File: src/gps_pkg.sv
`timescale 1ns / 1ps

package gps_pkg;

  // Path storage.
  localparam int MAX_POINTS = 1024;
  localparam int MAX_DIMS   = 4;
  localparam int CAPACITY   = MAX_POINTS * MAX_DIMS;
  localparam int ADDR_W     = $clog2(CAPACITY);
  localparam int CNT_W      = $clog2(CAPACITY + 1);
  localparam int DIM_W      = $clog2(MAX_DIMS + 1);

  // Field and register widths.
  localparam int COORD_W   = 32;
  localparam int DIMS_W    = 3;
  localparam int WEIGHT_W  = 17;
  localparam int TOL_W     = 31;
  localparam int SWEEP_W   = 16;
  localparam int SUM_W     = 48;
  localparam int ACTION_W  = 2;

  // Arithmetic widths of the update step.
  localparam int FRAC_W  = 16;
  localparam int DIFF_W  = COORD_W + 1;
  localparam int LAP_W   = COORD_W + 3;
  localparam int PROD_W  = LAP_W + WEIGHT_W + 1;
  localparam int ACC_W   = PROD_W + 1;
  localparam int STEP_W  = ACC_W - FRAC_W;
  localparam int UPD_W   = STEP_W + 1;
  localparam int DELTA_W = COORD_W + 1;

  // Stream and configuration port widths.
  localparam int TDATA_IN_W  = COORD_W;
  localparam int TUSER_IN_W  = ACTION_W;
  localparam int OUT_BITS    = COORD_W + 1 + SWEEP_W;
  localparam int TDATA_OUT_W = ((OUT_BITS + 7) / 8) * 8;
  localparam int OUT_PAD_W   = TDATA_OUT_W - OUT_BITS;
  localparam int CFG_IDX_W   = 3;
  localparam int CFG_DATA_W  = TOL_W;

  localparam logic [CFG_IDX_W-1:0] CFG_DIMS          = 3'd0;
  localparam logic [CFG_IDX_W-1:0] CFG_WEIGHT_DATA   = 3'd1;
  localparam logic [CFG_IDX_W-1:0] CFG_WEIGHT_SMOOTH = 3'd2;
  localparam logic [CFG_IDX_W-1:0] CFG_TOLERANCE     = 3'd3;
  localparam logic [CFG_IDX_W-1:0] CFG_MAX_SWEEPS    = 3'd4;

  typedef enum logic [ACTION_W-1:0] {
    ACT_LOAD  = 2'd0,
    ACT_START = 2'd1,
    ACT_READ  = 2'd2
  } action_e;

  // One enable per step of the shared update unit.
  typedef struct packed {
    logic ops;
    logic mul_d;
    logic mul_s;
    logic acc;
    logic upd;
    logic dlt;
    logic sum;
    logic clr;
  } alu_ctrl_t;

endpackage

File: src/gps_alu.sv
`timescale 1ns / 1ps

module gps_alu (
  input  logic                                 clk_i,
  input  logic                                 rst_ni,
  input  gps_pkg::alu_ctrl_t                   ctrl_i,
  input  logic        [gps_pkg::WEIGHT_W-1:0]  wd_i,
  input  logic        [gps_pkg::WEIGHT_W-1:0]  ws_i,
  input  logic signed [gps_pkg::COORD_W-1:0]   cur_i,
  input  logic signed [gps_pkg::COORD_W-1:0]   prev_i,
  input  logic signed [gps_pkg::COORD_W-1:0]   next_i,
  input  logic signed [gps_pkg::COORD_W-1:0]   orig_i,
  output logic        [gps_pkg::COORD_W-1:0]   nv_o,
  output logic        [gps_pkg::SUM_W-1:0]     sum_o
);
  import gps_pkg::*;

  logic signed [DIFF_W-1:0]   diff_q;
  logic signed [LAP_W-1:0]    lap_q;
  logic signed [PROD_W-1:0]   pd_q;
  logic signed [PROD_W-1:0]   ps_q;
  logic signed [ACC_W-1:0]    acc_q;
  logic signed [COORD_W-1:0]  nv_q;
  logic        [DELTA_W-1:0]  delta_q;
  logic        [SUM_W-1:0]    sum_q;

  logic signed [WEIGHT_W:0]   mul_a;
  logic signed [LAP_W-1:0]    mul_b;
  logic signed [PROD_W-1:0]   mul_p;
  logic signed [STEP_W-1:0]   step;
  logic signed [UPD_W-1:0]    upd;
  logic        [UPD_W-COORD_W:0] upd_hi;
  logic signed [COORD_W-1:0]  nv_d;
  logic signed [DELTA_W-1:0]  dd;
  logic        [SUM_W:0]      sum_ext;

  // The single multiplier serves both weight products in turn.
  assign mul_a = ctrl_i.mul_d ? $signed({1'b0, wd_i}) : $signed({1'b0, ws_i});
  assign mul_b = ctrl_i.mul_d ? LAP_W'(diff_q) : lap_q;
  assign mul_p = mul_a * mul_b;

  assign step   = acc_q[ACC_W-1:FRAC_W];
  assign upd    = UPD_W'(cur_i) + UPD_W'(step);
  assign upd_hi = upd[UPD_W-1:COORD_W-1];

  always_comb begin
    if (&upd_hi || ~|upd_hi) begin
      nv_d = upd[COORD_W-1:0];
    end else if (upd[UPD_W-1]) begin
      nv_d = {1'b1, {(COORD_W-1){1'b0}}};
    end else begin
      nv_d = {1'b0, {(COORD_W-1){1'b1}}};
    end
  end

  assign dd      = DELTA_W'(nv_q) - DELTA_W'(cur_i);
  assign sum_ext = {1'b0, sum_q} + (SUM_W+1)'(delta_q);

  always_ff @(posedge clk_i) begin
    if (ctrl_i.ops) begin
      diff_q <= DIFF_W'(orig_i) - DIFF_W'(cur_i);
      lap_q  <= LAP_W'(prev_i) + LAP_W'(next_i) - (LAP_W'(cur_i) <<< 1);
    end
    if (ctrl_i.mul_d) begin
      pd_q <= mul_p;
    end
    if (ctrl_i.mul_s) begin
      ps_q <= mul_p;
    end
    if (ctrl_i.acc) begin
      acc_q <= ACC_W'(pd_q) + ACC_W'(ps_q) + ACC_W'(1 << (FRAC_W - 1));
    end
    if (ctrl_i.upd) begin
      nv_q <= nv_d;
    end
    if (ctrl_i.dlt) begin
      delta_q <= dd[DELTA_W-1] ? DELTA_W'(-dd) : DELTA_W'(dd);
    end
  end

  // Sum of changes over one sweep, saturating at its full scale.
  always_ff @(posedge clk_i or negedge rst_ni) begin
    if (!rst_ni) begin
      sum_q <= '0;
    end else if (ctrl_i.clr) begin
      sum_q <= '0;
    end else if (ctrl_i.sum) begin
      sum_q <= sum_ext[SUM_W] ? {SUM_W{1'b1}} : sum_ext[SUM_W-1:0];
    end
  end

  assign nv_o  = nv_q;
  assign sum_o = sum_q;

endmodule

File: config.mk
export PLATFORM = sky130hd
export DESIGN_NAME = gps_alu
export DESIGN_NICKNAME = d
export VERILOG_FILES = /design/src/gps_pkg.sv /design/src/gps_alu.sv
export SDC_FILE = /design/constraint.sdc
export NUM_CORES = 2
export LEC_CHECK = 0
export ABC_AREA = 1
export BUFFER_PORTS_ARGS = -buffer_cell sky130_fd_sc_hd__buf_2
export CORE_MARGIN = 8
export CORE_UTILIZATION = 58
export DETAILED_ROUTE_END_ITERATION = 6
export GPL_TIMING_DRIVEN = 1
export PLACE_DENSITY = 0.81
export SYNTH_ARGS = -nofsm -noshare
export SYNTH_HDL_FRONTEND = slang
export SYNTH_SLANG_ARGS = --single-unit
File: constraint.sdc
create_clock -name clk_i -period 6.9 [get_ports clk_i]
set_clock_uncertainty 0.2 [all_clocks]
set_input_delay 0.345 -clock clk_i [delete_from_list [all_inputs] [get_ports clk_i]]
set_output_delay 0.345 -clock clk_i [all_outputs]
set_load 0.005 [all_outputs]
# Word level (Yosys, flattened, before mapping)
# Cells that the tools add are included.
# Widths: inputs -> output; s select.
[op_classes]
n_addsub = 9
n_mul = 1
n_mux = 8
n_reduce_logical = 5
[ops]
columns = ["operator", "count"]
rows = [
  ["$mux 48", 3],
  ["$mux 32", 3],
  ["$sub 32x32->33", 2],
  ["$add 53x53->54", 1],
  ["$add 54x17->54 const B", 1],
  ["$mul 18x35->53", 1],
  ["$add 48x33->49", 1],
  ["$add 32x38->39", 1],
  ["$mux 35", 1],
  ["$sub 33x33->34", 1],
  ["$add 32x32->33", 1],
  ["$neg 33->33", 1],
  ["$mux 17", 1],
  ["$reduce_and 8->1", 1],
  ["$reduce_or 8->1", 1],
  ["$reduce_bool 2->1", 1],
  ["$logic_not 1->1", 1],
  ["$logic_or 1x1->1", 1],
]
[totals]
reg_bits = 341
inputBits = 172

# Longest topological paths before layout
[depth]
depth_word = 5
mapped_depth = 33
mapped_depth_nobuf = 30

# Least setup slack after synthesis
# OpenSTA, ideal clock, no wires.
[synth_timing]
path_type = "in2reg"
from = "input ctrl_i[6] in the netlist's numbering"
to = "register pd_q[52] (data pin)"
arrival_time_ns = 6.536
required_time_ns = 6.436
setup_slack_ns = -0.101
cell_stages = 29
cell_sequence = "buf_2 -> buf_1 -> nand2_1 -> o21ai_1 -> clkinv_1 -> nand2_1 -> inv_1 -> fa_1 -> inv_1 -> fa_1 -> inv_1 -> fa_1 -> inv_1 -> fa_1 -> inv_1 -> fa_1 -> inv_1 -> fa_1 -> inv_1 -> ha_1 -> a21oi_1 -> inv_1 -> a21oi_1 -> inv_1 -> nand2_1 -> o311ai_0 -> a31oi_1 -> nand3_1 -> xor2_1"
[synth_via]
elab_chain_cells = 2
elab_cells_between_ends = 3
[synth_lines]
columns = ["element", "line", "rtl"]
rows = [
  ["start, declared", "gps_alu.sv:6", "input gps_pkg::alu_ctrl_t ctrl_i,"],
  ["$mux 17 / $mux 35 (equally long branches)", "gps_alu.sv:38, gps_alu.sv:39", ""],
  ["$mul 18x35->53 *", "gps_alu.sv:40", "assign mul_p = mul_a * mul_b;"],
  ["via mul_p[52]", "gps_alu.sv:29", "logic signed [PROD_W-1:0] mul_p;"],
  ["end signal, assigned", "gps_alu.sv:65", "pd_q <= mul_p;"],
  ["end, declared", "gps_alu.sv:20", "logic signed [PROD_W-1:0] pd_q;"],
]
# The timed path passes the listed nets; every way through them passes the cells marked *.
# A chain may end at the register's enable or synchronous reset.

# Worst setup path after layout
[layout_timing]
from = "register diff_q[7]"
to = "register pd_q[41] (data pin)"
[layout_via]
elab_chain_cells = 2
[layout_lines]
columns = ["element", "line", "rtl"]
rows = [
  ["start, declared", "gps_alu.sv:18", "logic signed [DIFF_W-1:0] diff_q;"],
  ["start signal, assigned", "gps_alu.sv:61", "diff_q <= DIFF_W'(orig_i) - DIFF_W'(cur_i);"],
  ["$mux 35", "gps_alu.sv:39", "assign mul_b = ctrl_i.mul_d ? LAP_W'(diff_q) : lap_q;"],
  ["$mul 18x35->53", "gps_alu.sv:40", ""],
  ["via mul_p[41]", "gps_alu.sv:29", ""],
]
# The timed path passes the listed nets, and every way through them passes these cells.

==> summary.md <==
| Metric | Value |
|---|---|
| Sequential share of the synthesized area | `between 15 and 20%` |
| Routed vias | `45500` |
| Mapped Nets | `roughly 7700` |
| Crit path buf inv count | `9` |
| Clk slew on worst S/H paths | `60 ps` |
| Post-synth ARST share | `about 15%` |
| Slew HR | `approximately a quarter` |
| Synth top area cells | `fa_1 24%, edfxtp_1 17%, nand2_1 12%` |
| Remaining DRCs | `0` |
| DRT Wirelength | `between 150 and 200 mm` |
| I/O Buffers | `251` |
| Setup-violating endpoint count in the final report | `0` |
| Top cell by count, worst path | `fa_1` |
| Vias/cell | `between 5 and 6` |
| Unique cell type count in the Yosys netlist | `48` |
| Pre-antenna DRT Iters | `7` |
| Storage element area | `around 9500 µm²` |
| Synth Flop Type | `edfxtp_1` |
| Worst path arrival time | `around 7000 ps` |
| Area occupied by multi-input gates | `around 33000 µm²` |
| Detailed Route Iter0 Violations | `about 4600` |
| Initial antenna violation count | `0` |
| Placed cell areas | `~54000 µm²` |
| CTS Root Cell | `clkbuf_16` |
| Filler instances | `around 7000` |
| Fin. Hold Viols | `0` |
| GP Congestion | `~1.1` |
| Die Span Y | `307 µm` |
| Die ar. | `between 90000 and 100000 µm²` |
| Worst-Margin Slew | `approximately 1100 ps` |
| Syn Area/Cell | `between 7 and 8 µm²` |
| Ports | `roughly 250` |
| Synth top area share | `between 20% and 30%` |
| CTS Buf Count | `39` |
| Highest clock rate | `approximately 150 MHz` |
| Grt total ovfl | `0` |
| CP Depth | `26` |
| Die Wd | `just over 300 µm` |
| Yosys warns | `0` |
| Worst hold stages | `2` |
| CP Max Fanout | `9` |
| Cell taking the most area after synthesis | `fa_1` |
| Starting Density | `between 50% and 60%` |
| Final hold slack | `approximately 28 ps` |
| CP startpoint kind | `flop` |
| Max Slew Vio Count | `0` |
| Cells after Synth | `about 6500` |
| Total Routing Usage GR | `36.9%` |
| Worst endpoint required time | `between 7000 and 8000 ps` |
| Post-synth EDFFs | `~280` |
| Cell Area, Synth | `about 49000 µm²` |
| Synth-to-Final Area Change | `14.1%` |
| Share of layout cells above drive strength 1 | `10.8%` |
| Tmin final | `approximately 6700 ps` |
| Pin count of the biggest net entering global routing | `between 60 and 70` |
| ANT nets after route | `0` |
| Hpwl dp | `between 150 and 200 mm` |
| Fin crit share | `between 90 and 100%` |
| RSZ-0062 raised after global routing | `no` |
| Cell depth of the worst flop-to-flop path | `26` |
| H-tree Lvls | `2` |
| Wire per inst | `between 20 and 25 µm` |
| Clock sink count | `324` |
| Worst path max stage delay | `590 ps` |
| Vias in the first global route | `approximately 46000` |
| Synth Register Bits | `between 300 and 400` |
| First-pass GRT wire length | `about 260 mm` |
| Critical path's top delay family | `adder cells` |
| Design Area, Final | `55900 µm²` |
| Layout Nets | `8237` |
| Outcome | `finished clean` |
| Slowest-stage cell, CP | `fa_1` |
| Worst Hold Class | `in -> reg` |
| CP Capture Type | `flop` |
| Row cnt | `106` |
| Clock insertion delay at the later pin of the skew report | `about 600 ps` |
| Max_cap viols | `0` |
| CORE AREA | `83600 µm²` |
| CTS tree | `built` |
| Clock Path Buffers | `3` |
| WS Path Type | `reg -> reg` |
==> layer usage <==
metal	up-vias	track usage, %	share of wire [%]
li1	21100	-	-
met1	21500	45.8	38
met2	2276	60.2	46
met3	542	7.72	9.7
met4	0	20.5	6.8
met5	-	0	0
==> cells in the final DEF (no fill, tap or decap), types with 9 or more instances in the layout <==
master	synthesis	routed
a21boi_0	19	15
a21o_1	29	29
a21oi_1	308	303
a31oi_1	40	39
buf_12	0	34
buf_2	7	250
buf_4	1	348
clkbuf_16	0	40
clkinv_1	14	14
dfrtp_1	48	48
edfxtp_1	276	276
fa_1	591	591
ha_1	395	395
inv_1	1488	1486
nand2_1	1588	1588
nand2_2	16	16
nand3_1	207	206
nand3b_1	12	12
nand4_1	40	40
nor2_1	666	662
nor2_2	11	15
nor3_1	39	39
nor4_1	15	13
o211ai_1	10	10
o21a_1	21	21
o21ai_0	238	231
o21ai_1	30	28
o21ai_2	0	9
o21bai_1	32	32
xnor2_1	65	65
xor2_1	161	159
==> synth_stat cells (3+ instances only) <==
library cell and instances:
nand3b_1 12, clkinv_1 14, clkbuf_2 3, xnor2_1 65, inv_1 1488, nand2_2 16, nand4_1 40, nand3_1 207
nor2_1 666, buf_1 7, o211ai_1 10, o21a_1 21, dfrtp_1 48, xor2_1 161, clkbuf_1 81, a21oi_1 308
edfxtp_1 276, nand2_1 1588, o221ai_1 9, and2_1 4, buf_6 6, a31oi_1 40, buf_2 7, fa_1 591
nor3_1 39, nand3_2 5, o21ai_0 238, a21o_1 29, a21boi_0 19, nor2_2 11, a221oi_1 8, o21bai_1 32
ha_1 395, o21ai_1 30, nor4_1 15
==> registers in the layout (all words and copies together), names as in the netlist <==
register  flops
nv_o         32
acc_q        38
diff_q       33
ps_q         53
delta_q      33
lap_q        34
sum_o        48
pd_q         53
==> cell families (layout without fill, tap and decap cells) <==
| family | Yosys count | in the layout | synth area share [%] |
|---|---|---|---|
| and+or+nand+nor | 2610 | 2610 | 21.3 |
| DFF | 324 | 324 | 19.4 |
| adders and majority gates | 986 | 986 | 34.3 |
| buffers and inverters | 1608 | 2211 | 12.5 |
| AOI/OAI and AO/OA | 752 | 752 | 8.55 |
| other | 0 | 2 | 0 |
| xor gates and xnor gates | 226 | 226 | 4.04 |
==> through the flow <==
stage | setup slack, ps | std cells | setup TNS (ps) | utilization [%]
6_report | 204 | 8191 | 0 | 66.9
5_1_grt | 0.155 | 8189 | 0 | 66.9
4_1_cts | 20.9 | 8187 | 0 | 66.7
3_5_place_dp | -389 | 8112 | -9250 | 65.1
3_3_place_gp | -325 | 8112 | -4970 | 65.1
2_1_floorplan | 58.9 | 6506 | 0 | -
==> path summary, 6_finish.rpt <==
kind	from	endpoint	slack, ps
worst max-delay path	diff_q[7]$_DFFE_PP_	pd_q[41]$_DFFE_PP_	200
worst min-delay path	ctrl_i[6]	pd_q[12]$_DFFE_PP_	30
worst max register to register	diff_q[7]$_DFFE_PP_	pd_q[41]$_DFFE_PP_	200
worst min register to register	sum_o[0]$_DFFE_PN0P_	sum_o[0]$_DFFE_PN0P_	310
max in group asynchronous	rst_ni	sum_o[25]$_DFFE_PN0P_	5500
min in group asynchronous	rst_ni	sum_o[17]$_DFFE_PN0P_	300
==> layout make-up <==
type | instances | share of cell area [%]
multi-input combinational | 4574 | 59.9
sequential | 324 | 17.0
inverter | 1503 | 10.1
timing repair buffer | 637 | 8.23
tap | 1080 | 2.42
clock buffer | 45 | 1.84
clock inverter | 26 | 0.481
antenna | 2 | 0.00896
==> repair_timing <==
action,4_1_cts,5_1_grt
setup endpoints to repair,0,54
hold buffers,4,0
gates resized for setup,0,29
buffers inserted,0,2
hold endpoints to repair,51,0
==> worst reg2reg max path, cell delays in order, from the launching register on <==
cell and delay [ps]:
edfxtp_1 360, inv_1 140, nand2_1 60, o21ai_1 150, buf_12 180, clkinv_1 190, buf_4 210, nand2_1 80
fa_1 410, inv_1 100, fa_1 450, fa_1 590, fa_1 470, fa_1 500, inv_1 60, fa_1 550
inv_1 60, ha_1 320, a21oi_1 220, o21ai_0 150, buf_4 170, a21oi_1 160, o21ai_0 120, nand2_1 70
nand3_1 110, buf_4 170, xor2_1 150
Power is left out: the tool's default activity adds up to more than one toggle a clock period on the data nets, which glitch-free logic cannot reach.
